## config.mk

```make
export PLATFORM = sky130hd
export DESIGN_NAME = rgb_led_fade_blink_sequencer_core
export DESIGN_NICKNAME = d
export VERILOG_FILES = /design/src/hdl/rgbfb_pkg.sv /design/src/hdl/rgbfb_step.sv /design/src/hdl/rgb_led_fade_blink_sequencer_core.sv
export VERILOG_INCLUDE_DIRS = /design/src /design/src/hdl
export SDC_FILE = /design/constraint.sdc
export NUM_CORES = 2
export LEC_CHECK = 0
export ABC_AREA = 1
export BUFFER_PORTS_ARGS = -buffer_cell sky130_fd_sc_hd__buf_2
export CELL_PAD_IN_SITES_DETAIL_PLACEMENT = 0
export CELL_PAD_IN_SITES_GLOBAL_PLACEMENT = 1
export CORE_AREA = 2 2 259 453
export DETAILED_ROUTE_END_ITERATION = 10
export DIE_AREA = 0 0 261 455
export PLACE_DENSITY = 0.91
export SYNTH_ARGS = -nofsm -noshare
export SYNTH_HDL_FRONTEND = slang
export SYNTH_SLANG_ARGS = --single-unit
```

## constraint.sdc

```tcl
create_clock -name clk -period 5.79 [get_ports clk]
set_input_delay 0.579 -clock clk [delete_from_list [all_inputs] [get_ports clk]]
set_output_delay 0.579 -clock clk [all_outputs]
set_load 0.01 [all_outputs]
```

## src/hdl/rgb_led_fade_blink_sequencer_core_macros.svh

```systemverilog
// Assertion macros shared by the RGB LED sequencer RTL.
`ifndef RGB_LED_FADE_BLINK_SEQUENCER_CORE_MACROS_SVH
`define RGB_LED_FADE_BLINK_SEQUENCER_CORE_MACROS_SVH

`ifndef SYNTHESIS
// Checks a condition at every rising clock edge outside reset.
`define RGBFB_ASSERT(name, cond, msg) \
    name: assert property (@(posedge clk) disable iff (!rst_n) (cond)) else $error(msg);
// Checks that a condition in one cycle implies another in the next cycle.
`define RGBFB_ASSERT_NEXT(name, pre, post, msg) \
    name: assert property (@(posedge clk) disable iff (!rst_n) (pre) |=> (post)) \
        else $error(msg);
`else
`define RGBFB_ASSERT(name, cond, msg)
`define RGBFB_ASSERT_NEXT(name, pre, post, msg)
`endif

`endif

```

## src/hdl/rgbfb_pkg.sv

```systemverilog
// Types, codes and constants shared by the RGB LED sequencer RTL.
package rgbfb_pkg;

    localparam int LEVEL_W = 7;
    localparam int PHASE_W = 5;
    localparam int TICK_W  = 12;
    localparam int DUTY_W  = 16;
    localparam int PROD_W  = DUTY_W + LEVEL_W;

    localparam logic [2:0] PAT_OFF     = 3'd0;
    localparam logic [2:0] PAT_WAKE    = 3'd1;
    localparam logic [2:0] PAT_SUCCESS = 3'd2;
    localparam logic [2:0] PAT_MULTI   = 3'd3;
    localparam logic [2:0] PAT_FAIL    = 3'd4;
    localparam logic [2:0] PAT_COMM    = 3'd5;

    localparam logic [1:0] CH_RED   = 2'd0;
    localparam logic [1:0] CH_GREEN = 2'd1;
    localparam logic [1:0] CH_BLUE  = 2'd2;

    localparam logic [2:0] CFG_DUTY_FULL_SCALE  = 3'd0;
    localparam logic [2:0] CFG_RISE_STEP_TICKS  = 3'd1;
    localparam logic [2:0] CFG_FALL_STEP_TICKS  = 3'd2;
    localparam logic [2:0] CFG_HOLD_TICKS       = 3'd3;
    localparam logic [2:0] CFG_SLOW_BLINK_TICKS = 3'd4;
    localparam logic [2:0] CFG_FAST_BLINK_TICKS = 3'd5;
    localparam logic [2:0] CFG_BLINK_TOGGLES    = 3'd6;

    localparam logic [LEVEL_W-1:0] LEVEL_FULL = 7'd100;
    localparam logic [LEVEL_W-1:0] FADE_TOP   = 7'd99;
    localparam logic [TICK_W-1:0]  TICK_MAX   = 12'd4095;

    localparam logic [DUTY_W-1:0] RST_DUTY_FULL_SCALE  = 16'd1000;
    localparam logic [TICK_W-1:0] RST_RISE_STEP_TICKS  = 12'd12;
    localparam logic [TICK_W-1:0] RST_FALL_STEP_TICKS  = 12'd8;
    localparam logic [TICK_W-1:0] RST_HOLD_TICKS       = 12'd1000;
    localparam logic [TICK_W-1:0] RST_SLOW_BLINK_TICKS = 12'd300;
    localparam logic [TICK_W-1:0] RST_FAST_BLINK_TICKS = 12'd100;
    localparam logic [PHASE_W-1:0] RST_BLINK_TOGGLES   = 5'd20;

    // ceil(2^30 / 100); exact floor division by 100 for every product below 2^23.
    localparam logic [23:0] DIV100_RECIP = 24'd10737419;

    typedef struct packed {
        logic       action;
        logic [2:0] pattern;
    } item_t;

    typedef struct packed {
        logic [LEVEL_W-1:0] red_level;
        logic [LEVEL_W-1:0] green_level;
        logic [LEVEL_W-1:0] blue_level;
        logic [DUTY_W-1:0]  red_compare;
        logic [DUTY_W-1:0]  green_compare;
        logic [DUTY_W-1:0]  blue_compare;
        logic [2:0]         current_pattern;
        logic               sleep_allowed;
    } result_t;

    typedef struct packed {
        logic [DUTY_W-1:0]  duty_full_scale;
        logic [TICK_W-1:0]  rise_step_ticks;
        logic [TICK_W-1:0]  fall_step_ticks;
        logic [TICK_W-1:0]  hold_ticks;
        logic [TICK_W-1:0]  slow_blink_ticks;
        logic [TICK_W-1:0]  fast_blink_ticks;
        logic [PHASE_W-1:0] blink_toggles;
    } cfg_t;

    typedef struct packed {
        logic [LEVEL_W-1:0] level;
        logic [PHASE_W-1:0] phase;
        logic               armed;
        logic [TICK_W-1:0]  ticks;
    } chan_t;

    typedef struct packed {
        logic [2:0]      pattern;
        chan_t [2:0]     chan;
        logic            stop_permitted;
        logic            blink_multi;
        logic            blink_comm;
    } seq_state_t;

    function automatic logic [DUTY_W-1:0] div100(input logic [PROD_W-1:0] p);
        logic [46:0] prod;
        prod = 47'(p) * 47'(DIV100_RECIP);
        return prod[45:30];
    endfunction

endpackage

```

## src/hdl/rgbfb_step.sv

```systemverilog
// Next-state logic of the sequencer for one tick or start command.
module rgbfb_step (
    input  rgbfb_pkg::seq_state_t cur,
    input  rgbfb_pkg::item_t      cmd,
    input  rgbfb_pkg::cfg_t       cfg,
    output rgbfb_pkg::seq_state_t nxt
);

    typedef enum logic [2:0] {
        MODE_NONE,
        MODE_UP,
        MODE_HOLD,
        MODE_DOWN,
        MODE_BLINK
    } mode_t;

    localparam logic [rgbfb_pkg::PHASE_W-1:0] PHASE_RISE = 5'd0;
    localparam logic [rgbfb_pkg::PHASE_W-1:0] PHASE_HOLD = 5'd1;
    localparam logic [rgbfb_pkg::PHASE_W-1:0] PHASE_FALL = 5'd2;

    always_comb
    begin
        logic [1:0]                       ch;
        mode_t                            mode;
        rgbfb_pkg::chan_t                 c;
        rgbfb_pkg::chan_t                 c_n;
        logic [rgbfb_pkg::TICK_W-1:0]     interval;
        logic                             expired;
        logic                             end_pat;
        logic                             flip;
        logic                             blink_bit;

        nxt = cur;

        case (cur.pattern)
            rgbfb_pkg::PAT_SUCCESS: ch = rgbfb_pkg::CH_GREEN;
            rgbfb_pkg::PAT_FAIL:    ch = rgbfb_pkg::CH_RED;
            rgbfb_pkg::PAT_COMM:    ch = rgbfb_pkg::CH_RED;
            default:                ch = rgbfb_pkg::CH_BLUE;
        endcase
        c = cur.chan[ch];

        case (cur.pattern)
            rgbfb_pkg::PAT_WAKE:
            begin
                if (c.phase == PHASE_RISE)
                    mode = MODE_UP;
                else if (c.phase == PHASE_HOLD)
                    mode = MODE_HOLD;
                else
                    mode = MODE_DOWN;
            end
            rgbfb_pkg::PAT_SUCCESS, rgbfb_pkg::PAT_FAIL:
                mode = (c.phase == PHASE_RISE) ? MODE_UP : MODE_DOWN;
            rgbfb_pkg::PAT_MULTI, rgbfb_pkg::PAT_COMM:
                mode = MODE_BLINK;
            default:
                mode = MODE_NONE;
        endcase

        blink_bit = (cur.pattern == rgbfb_pkg::PAT_MULTI) ? cur.blink_multi : cur.blink_comm;

        case (mode)
            MODE_DOWN:  interval = cfg.fall_step_ticks;
            MODE_HOLD:  interval = cfg.hold_ticks;
            MODE_BLINK: interval = (cur.pattern == rgbfb_pkg::PAT_MULTI) ?
                                   cfg.slow_blink_ticks : cfg.fast_blink_ticks;
            default:    interval = cfg.rise_step_ticks;
        endcase

        // An idle timer spends this tick arming itself.
        c_n = c;
        c_n.armed = 1'b1;
        if (!c.armed)
        begin
            c_n.ticks = '0;
            expired = 1'b0;
        end
        else
        begin
            c_n.ticks = (c.ticks == rgbfb_pkg::TICK_MAX) ? c.ticks : c.ticks + 12'd1;
            expired = (c_n.ticks >= interval);
        end

        end_pat = 1'b0;
        flip = 1'b0;
        case (mode)
            MODE_UP:
            begin
                if (expired)
                begin
                    c_n.armed = 1'b0;
                    if (c.level < rgbfb_pkg::LEVEL_FULL)
                        c_n.level = c.level + 7'd1;
                end
                if (c_n.level >= rgbfb_pkg::FADE_TOP)
                begin
                    c_n.phase = c.phase + 5'd1;
                    c_n.armed = 1'b0;
                end
            end
            MODE_HOLD:
            begin
                if (expired)
                begin
                    c_n.armed = 1'b0;
                    c_n.phase = PHASE_FALL;
                end
            end
            MODE_DOWN:
            begin
                if (expired)
                begin
                    c_n.armed = 1'b0;
                    if (c.level != '0)
                        c_n.level = c.level - 7'd1;
                end
                end_pat = (c_n.level == '0);
            end
            MODE_BLINK:
            begin
                if (c.phase >= cfg.blink_toggles)
                    end_pat = 1'b1;
                else if (expired)
                begin
                    c_n.ticks = '0;
                    c_n.level = blink_bit ? rgbfb_pkg::LEVEL_FULL : '0;
                    c_n.phase = c.phase + 5'd1;
                    flip = 1'b1;
                end
            end
            default:
            begin
            end
        endcase

        if (cmd.action)
        begin
            // Undefined pattern codes leave the state alone.
            if (cmd.pattern <= rgbfb_pkg::PAT_COMM)
            begin
                nxt.pattern = cmd.pattern;
                nxt.chan = '0;
                if (cmd.pattern != rgbfb_pkg::PAT_OFF)
                    nxt.stop_permitted = 1'b0;
            end
        end
        else if (cur.pattern == rgbfb_pkg::PAT_OFF)
        begin
            nxt.chan = '0;
            nxt.stop_permitted = 1'b1;
        end
        else if (mode != MODE_NONE)
        begin
            if (end_pat)
            begin
                nxt.pattern = rgbfb_pkg::PAT_OFF;
                nxt.chan = '0;
            end
            else
                nxt.chan[ch] = c_n;
            if (flip)
            begin
                if (cur.pattern == rgbfb_pkg::PAT_MULTI)
                    nxt.blink_multi = ~cur.blink_multi;
                else
                    nxt.blink_comm = ~cur.blink_comm;
            end
        end
    end

endmodule

```

## src/hdl/rgb_led_fade_blink_sequencer_core.sv

```systemverilog
// Top level of the RGB LED fade and blink sequencer with its output pipeline.

// The block takes one beat per clock cycle while item_stall is low, each either a
// millisecond tick or a command that starts a pattern, and returns exactly one
// result beat for each. The pattern state is updated in the cycle a beat is
// accepted; the result then passes three registered stages (levels, scale
// product, divide by 100 and clamp), and the sustained rate is one beat per
// cycle while the result side does not stall.
// Configuration writes are taken in every cycle and must be made while idle.
`include "rgb_led_fade_blink_sequencer_core_macros.svh"

module rgb_led_fade_blink_sequencer_core #(
    parameter int COMPARE_WIDTH = 16
) (
    input  logic                clk,
    input  logic                rst_n,
    input  logic                item_valid,
    output logic                item_stall,
    input  rgbfb_pkg::item_t    item,
    output logic                result_valid,
    input  logic                result_stall,
    output rgbfb_pkg::result_t  result,
    input  logic                cfg_valid,
    output logic                cfg_ready,
    input  logic [2:0]          cfg_index,
    input  logic [15:0]         cfg_data
);

    localparam logic [32:0] CMP_LIMIT = (33'd1 << COMPARE_WIDTH) - 33'd1;

    rgbfb_pkg::cfg_t       cfg_reg;
    rgbfb_pkg::seq_state_t state_reg;
    rgbfb_pkg::seq_state_t state_next;

    logic                                    s1_valid_reg;
    logic [2:0][rgbfb_pkg::LEVEL_W-1:0]      s1_level_reg;
    logic [2:0]                              s1_pattern_reg;
    logic                                    s1_stop_reg;

    logic                                    s2_valid_reg;
    logic [2:0][rgbfb_pkg::LEVEL_W-1:0]      s2_level_reg;
    logic [2:0][rgbfb_pkg::PROD_W-1:0]       s2_prod_reg;
    logic [2:0]                              s2_pattern_reg;
    logic                                    s2_stop_reg;

    logic                                    result_valid_reg;
    rgbfb_pkg::result_t                      result_reg;
    rgbfb_pkg::result_t                      result_next;
    logic [2:0][rgbfb_pkg::PROD_W-1:0]       prod_next;

    logic ready3;
    logic ready2;
    logic ready1;
    logic accept;

    assign ready3 = !result_valid_reg || !result_stall;
    assign ready2 = !s2_valid_reg || ready3;
    assign ready1 = !s1_valid_reg || ready2;
    assign accept = item_valid && ready1;

    assign item_stall   = !ready1;
    assign result_valid = result_valid_reg;
    assign result       = result_reg;
    assign cfg_ready    = 1'b1;

    rgbfb_step u_step (
        .cur (state_reg),
        .cmd (item),
        .cfg (cfg_reg),
        .nxt (state_next)
    );

    always_ff @(posedge clk or negedge rst_n)
    begin
        if (!rst_n)
        begin
            cfg_reg.duty_full_scale  <= rgbfb_pkg::RST_DUTY_FULL_SCALE;
            cfg_reg.rise_step_ticks  <= rgbfb_pkg::RST_RISE_STEP_TICKS;
            cfg_reg.fall_step_ticks  <= rgbfb_pkg::RST_FALL_STEP_TICKS;
            cfg_reg.hold_ticks       <= rgbfb_pkg::RST_HOLD_TICKS;
            cfg_reg.slow_blink_ticks <= rgbfb_pkg::RST_SLOW_BLINK_TICKS;
            cfg_reg.fast_blink_ticks <= rgbfb_pkg::RST_FAST_BLINK_TICKS;
            cfg_reg.blink_toggles    <= rgbfb_pkg::RST_BLINK_TOGGLES;
        end
        else if (cfg_valid && cfg_ready)
        begin
            case (cfg_index)
                rgbfb_pkg::CFG_DUTY_FULL_SCALE:  cfg_reg.duty_full_scale  <= cfg_data;
                rgbfb_pkg::CFG_RISE_STEP_TICKS:  cfg_reg.rise_step_ticks  <= cfg_data[11:0];
                rgbfb_pkg::CFG_FALL_STEP_TICKS:  cfg_reg.fall_step_ticks  <= cfg_data[11:0];
                rgbfb_pkg::CFG_HOLD_TICKS:       cfg_reg.hold_ticks       <= cfg_data[11:0];
                rgbfb_pkg::CFG_SLOW_BLINK_TICKS: cfg_reg.slow_blink_ticks <= cfg_data[11:0];
                rgbfb_pkg::CFG_FAST_BLINK_TICKS: cfg_reg.fast_blink_ticks <= cfg_data[11:0];
                rgbfb_pkg::CFG_BLINK_TOGGLES:    cfg_reg.blink_toggles    <= cfg_data[4:0];
                default:
                begin
                end
            endcase
        end
    end

    always_ff @(posedge clk or negedge rst_n)
    begin
        if (!rst_n)
        begin
            state_reg.pattern        <= rgbfb_pkg::PAT_WAKE;
            state_reg.chan           <= '0;
            state_reg.stop_permitted <= 1'b0;
            state_reg.blink_multi    <= 1'b0;
            state_reg.blink_comm     <= 1'b0;
            s1_valid_reg             <= 1'b0;
            s2_valid_reg             <= 1'b0;
            result_valid_reg         <= 1'b0;
        end
        else
        begin
            if (accept)
                state_reg <= state_next;
            if (ready1)
                s1_valid_reg <= item_valid;
            if (ready2)
                s2_valid_reg <= s1_valid_reg;
            if (ready3)
                result_valid_reg <= s2_valid_reg;
        end
    end

    always_comb
    begin
        for (int i = 0; i < 3; i++)
            prod_next[i] = rgbfb_pkg::PROD_W'(cfg_reg.duty_full_scale) *
                           rgbfb_pkg::PROD_W'(s1_level_reg[i]);
    end

    always_comb
    begin
        logic [2:0][rgbfb_pkg::DUTY_W-1:0] cmp;
        for (int i = 0; i < 3; i++)
        begin
            cmp[i] = rgbfb_pkg::div100(s2_prod_reg[i]);
            if (33'(cmp[i]) > CMP_LIMIT)
                cmp[i] = CMP_LIMIT[rgbfb_pkg::DUTY_W-1:0];
        end
        result_next.red_level       = s2_level_reg[rgbfb_pkg::CH_RED];
        result_next.green_level     = s2_level_reg[rgbfb_pkg::CH_GREEN];
        result_next.blue_level      = s2_level_reg[rgbfb_pkg::CH_BLUE];
        result_next.red_compare     = cmp[rgbfb_pkg::CH_RED];
        result_next.green_compare   = cmp[rgbfb_pkg::CH_GREEN];
        result_next.blue_compare    = cmp[rgbfb_pkg::CH_BLUE];
        result_next.current_pattern = s2_pattern_reg;
        result_next.sleep_allowed   = s2_stop_reg;
    end

    always_ff @(posedge clk)
    begin
        if (ready1)
        begin
            for (int i = 0; i < 3; i++)
                s1_level_reg[i] <= state_next.chan[i].level;
            s1_pattern_reg <= state_next.pattern;
            s1_stop_reg    <= state_next.stop_permitted;
        end
        if (ready2)
        begin
            s2_level_reg   <= s1_level_reg;
            s2_prod_reg    <= prod_next;
            s2_pattern_reg <= s1_pattern_reg;
            s2_stop_reg    <= s1_stop_reg;
        end
        if (ready3)
            result_reg <= result_next;
    end

    `RGBFB_ASSERT(a_off_clears_levels, (state_reg.pattern != rgbfb_pkg::PAT_OFF) || (state_reg.chan == '0), "Off pattern holds a nonzero channel state.")
    `RGBFB_ASSERT(a_one_channel_lit, $countones({state_reg.chan[0].level != '0, state_reg.chan[1].level != '0, state_reg.chan[2].level != '0}) <= 1, "More than one channel is lit.")
    `RGBFB_ASSERT(a_sleep_only_off, !state_reg.stop_permitted || (state_reg.pattern == rgbfb_pkg::PAT_OFF), "Sleep is allowed while a pattern runs.")
    `RGBFB_ASSERT_NEXT(a_result_follows_pipe, s2_valid_reg && ready3, result_valid_reg, "A finished beat did not reach the result register.")

endmodule

```

==> results.sh <==
export IMPL_synth_cell_types=62
export IMPL_hold_class="primary input to flip-flop"
export IMPL_netlist_instances=5927
export IMPL_synthArstFlopShare_pct=46.2
export IMPL_ys_seq_elements=357
export IMPL_vias_per_cell=5.24
export IMPL_fp_dieArea_mm2=0.119
export IMPL_placed_area_mm2=0.0600
export IMPL_avgSynthCellArea_um2=9.09
export IMPL_pin_count=104
export IMPL_chipWidth_um=261
export IMPL_required_ns=6.15
export IMPL_worstSetupPathType="flip-flop to flip-flop"
export IMPL_ys_flop_type="edfxtp_1"
export IMPL_cts_max_path_buffers=3
export IMPL_drc_errors=0
export IMPL_grt_pass1_vias=46200
export IMPL_initial_utilization_pct=46.7
export IMPL_path_delay_family="adder cells"
export IMPL_cts_buffers=40
export IMPL_worst_slew_pin_transition_ns=1.16
export IMPL_grt_pass1_wl_mm=241
export IMPL_cp_max_fo=3
export IMPL_yosys_area_share_simple_pct=11.7
export IMPL_first_pass_iters=6
export IMPL_crit_arrival_ns=6.39
export IMPL_critPathSlowestCell="fa_2"
export IMPL_tns_ns=-4.05
export IMPL_final_nets=8228
export IMPL_cts_max_level=2
export IMPL_fin_worst_skew_ns=0.0447
export IMPL_hold_viol_final=0
export IMPL_port_buffers=102
export IMPL_cp_cell_sequence="fa_2, inv_2, fa_1, inv_2, fa_2, inv_2, fa_1, fa_2, fa_2, inv_2, fa_1, ha_4, nand2_4, nor2_4, inv_2, nor4_4, nand4_1, nand3_4, a21o_1, a31oi_1, xnor2_1"
export IMPL_synth_xor_area_share_pct=2.15
export IMPL_gp_congestion=1.00
export IMPL_ant_nets=0
export IMPL_setup_violations_final=36
export IMPL_drv_cap=0
export IMPL_clk_latency_ns=0.65
export IMPL_hpwl_mm=130
export IMPL_dr_total_vias=42400
export IMPL_drt_initial_drc_count=2077
export IMPL_fmax_mhz=166
export IMPL_relSlewSlack_pct=22.4
export IMPL_wl_per_cell_um=19.2
export IMPL_finalCritPeriodShare_pct=104
export IMPL_fin_area_mm2=0.0637
export IMPL_cts_reportedPaths_clkPinSlew_ns=0.06
export IMPL_slew_violations=0
export IMPL_synth_nets=7602
export IMPL_synth_warnings=0
export IMPL_fin_util_pct=55.3
export IMPL_end_kind="flip-flop"
export IMPL_synth_top_family_by_area="adder cells"
export IMPL_violations="negative setup slack"
export IMPL_ys_seq_area_share_pct=18.4
export IMPL_grt_overflow=0
export IMPL_hold_ws_ns=0.135
export IMPL_cts_root_buf="clkbuf_16"
export IMPL_track_usage_pct=26.4
export IMPL_syn_area_mm2=0.0539
export IMPL_status="finished, violations left"
export IMPL_synthMuxAreaShare_pct=0.314
export IMPL_final_cell_mix="inv_1, nand2_1, ha_1"
export IMPL_synthAdderAreaFrac_pct=49.3
export IMPL_synth_edf_count=192
export IMPL_cts_sink_count=357
export IMPL_synth_compound_area_share_pct=6.77
export IMPL_drive_above_1_share_pct=18.1
export IMPL_grt_max_degree=77
export IMPL_rsz0062_at_grt="yes"
export IMPL_cp_common_cell="inv_2"
export IMPL_worst_r2r_setup_slack_ns=-0.24
export IMPL_final_common_cell="inv_1"
export IMPL_coreArea_mm2=0.115
export IMPL_setup_ws_ns=-0.240
export IMPL_antenna_found_initial=5
export IMPL_max_stage_delay_ns=0.61
export IMPL_cts_tree="done"
export IMPL_synthToLayoutAreaGrowth_pct=18.3
export IMPL_num_rows=165
export IMPL_die_h_um=455
export IMPL_layout_min_cycle_time_ns=6.03
export IMPL_wl_mm=155
export IMPL_start_kind="flip-flop"
export IMPL_crit_buf_inv=5
worst reg2reg max path: stages (launching register included):
cell      delay, ns
edfxtp_1       0.44
fa_2           0.61
inv_2          0.04
fa_1           0.49
inv_2          0.04
fa_2           0.55
inv_2          0.04
fa_1           0.51
fa_2           0.46
fa_2           0.58
inv_2          0.04
fa_1           0.48
ha_4           0.34
nand2_4        0.07
nor2_4         0.10
inv_2          0.05
nor4_4         0.21
nand4_1        0.18
nand3_4        0.15
a21o_1         0.15
a31oi_1        0.09
xnor2_1        0.14
cell type report:
cell class	count	area [um^2]
Fill cell	10200	51500
Multi-Input combinational cell	3969	39600
Sequential cell	357	9930
Inverter	1476	5550
Timing Repair Buffer	709	5330
Tap cell	1503	1880
Clock buffer	53	1130
Clock inverter	21	268
Antenna cell	2	5.00
cells by family (layout without fill, tap and decap cells):
group | Yosys count | in the layout
xor+xnor | 132 | 132
fa+ha+maj | 1647 | 1647
flops | 357 | 357
mux | 16 | 16
other cells | 1 | 3
buf+inv | 1601 | 2259
compound gates | 651 | 651
simple gates | 1522 | 1522
metal layers:
metal	global-route usage (%)	part of all wire (%)	wire length [um]
met1	26.5	34	52500
met2	50.2	54	83500
met3	2.68	3.6	5620
met4	18.8	8.6	13300
met5	0	0.019	30
repair_timing:
action	CTS	global route
pin swaps	93	129
resized for setup	181	254
hold endpoints to repair	67	0
setup buffers	28	41
hold buffers	1	0
setup endpoints to repair	59	147
worst paths after layout:
kind	from	endpoint	cells past startpoint
max	s2_prod_reg[30]$_DFFE_PP_	result[32]$_DFFE_PP_	21
min	item_valid	s1_valid_reg$_DFFE_PN0N_	3
max reg2reg	s2_prod_reg[30]$_DFFE_PP_	result[32]$_DFFE_PP_	21
min reg2reg	result_next[68]$_DFFE_PP_	result[68]$_DFFE_PP_	0
max in group asynchronous	rst_n	cfg_reg[69]$_DFFE_PN0P_	3
min in group asynchronous	rst_n	state_reg[28]$_DFFE_PN0P_	2
synth_stat cells (7+ instances only):
| master | n | share of area, % |
|---|---|---|
| nor2_1 | 236 | 1.6 |
| nand2_1 | 1006 | 7.0 |
| a21o_1 | 17 | 0.24 |
| buf_6 | 7 | 0.15 |
| a21boi_0 | 13 | 0.18 |
| xor2_1 | 88 | 1.4 |
| buf_2 | 13 | 0.12 |
| xnor2_1 | 44 | 0.72 |
| mux2i_1 | 9 | 0.17 |
| dfstp_2 | 25 | 1.2 |
| fa_1 | 792 | 29 |
| o21bai_1 | 10 | 0.14 |
| inv_2 | 10 | 0.070 |
| nand4_1 | 40 | 0.46 |
| dfrtp_1 | 140 | 6.5 |
| o21a_1 | 10 | 0.14 |
| nand3_1 | 141 | 1.3 |
| mux2_2 | 7 | 0.15 |
| o211ai_1 | 9 | 0.13 |
| nor3_1 | 27 | 0.25 |
| nor2_4 | 10 | 0.21 |
| o22ai_1 | 22 | 0.26 |
| inv_1 | 1465 | 10 |
| ha_1 | 855 | 20 |
| nand2_2 | 10 | 0.12 |
| o21ai_1 | 16 | 0.15 |
| o21ai_0 | 252 | 2.3 |
| edfxtp_1 | 192 | 11 |
| a31oi_1 | 20 | 0.23 |
| nor4_1 | 15 | 0.17 |
| o221ai_1 | 7 | 0.11 |
| a21oi_1 | 232 | 2.2 |
| nor2_2 | 12 | 0.14 |
| clkbuf_1 | 97 | 0.68 |
| o2111ai_1 | 13 | 0.21 |
through the flow:
stage / cells / setup slack (ns)
2_1_floorplan: 5927 / -0.0178
3_3_place_gp: 7959 / -0.342
3_5_place_dp: 7959 / -0.455
4_1_cts: 8058 / -0.228
5_1_grt: 8089 / -0.413
6_report: 8090 / -0.240
Power is left out: the tool's default activity adds up to more than one toggle a clock period on the data nets, which glitch-free logic cannot reach.
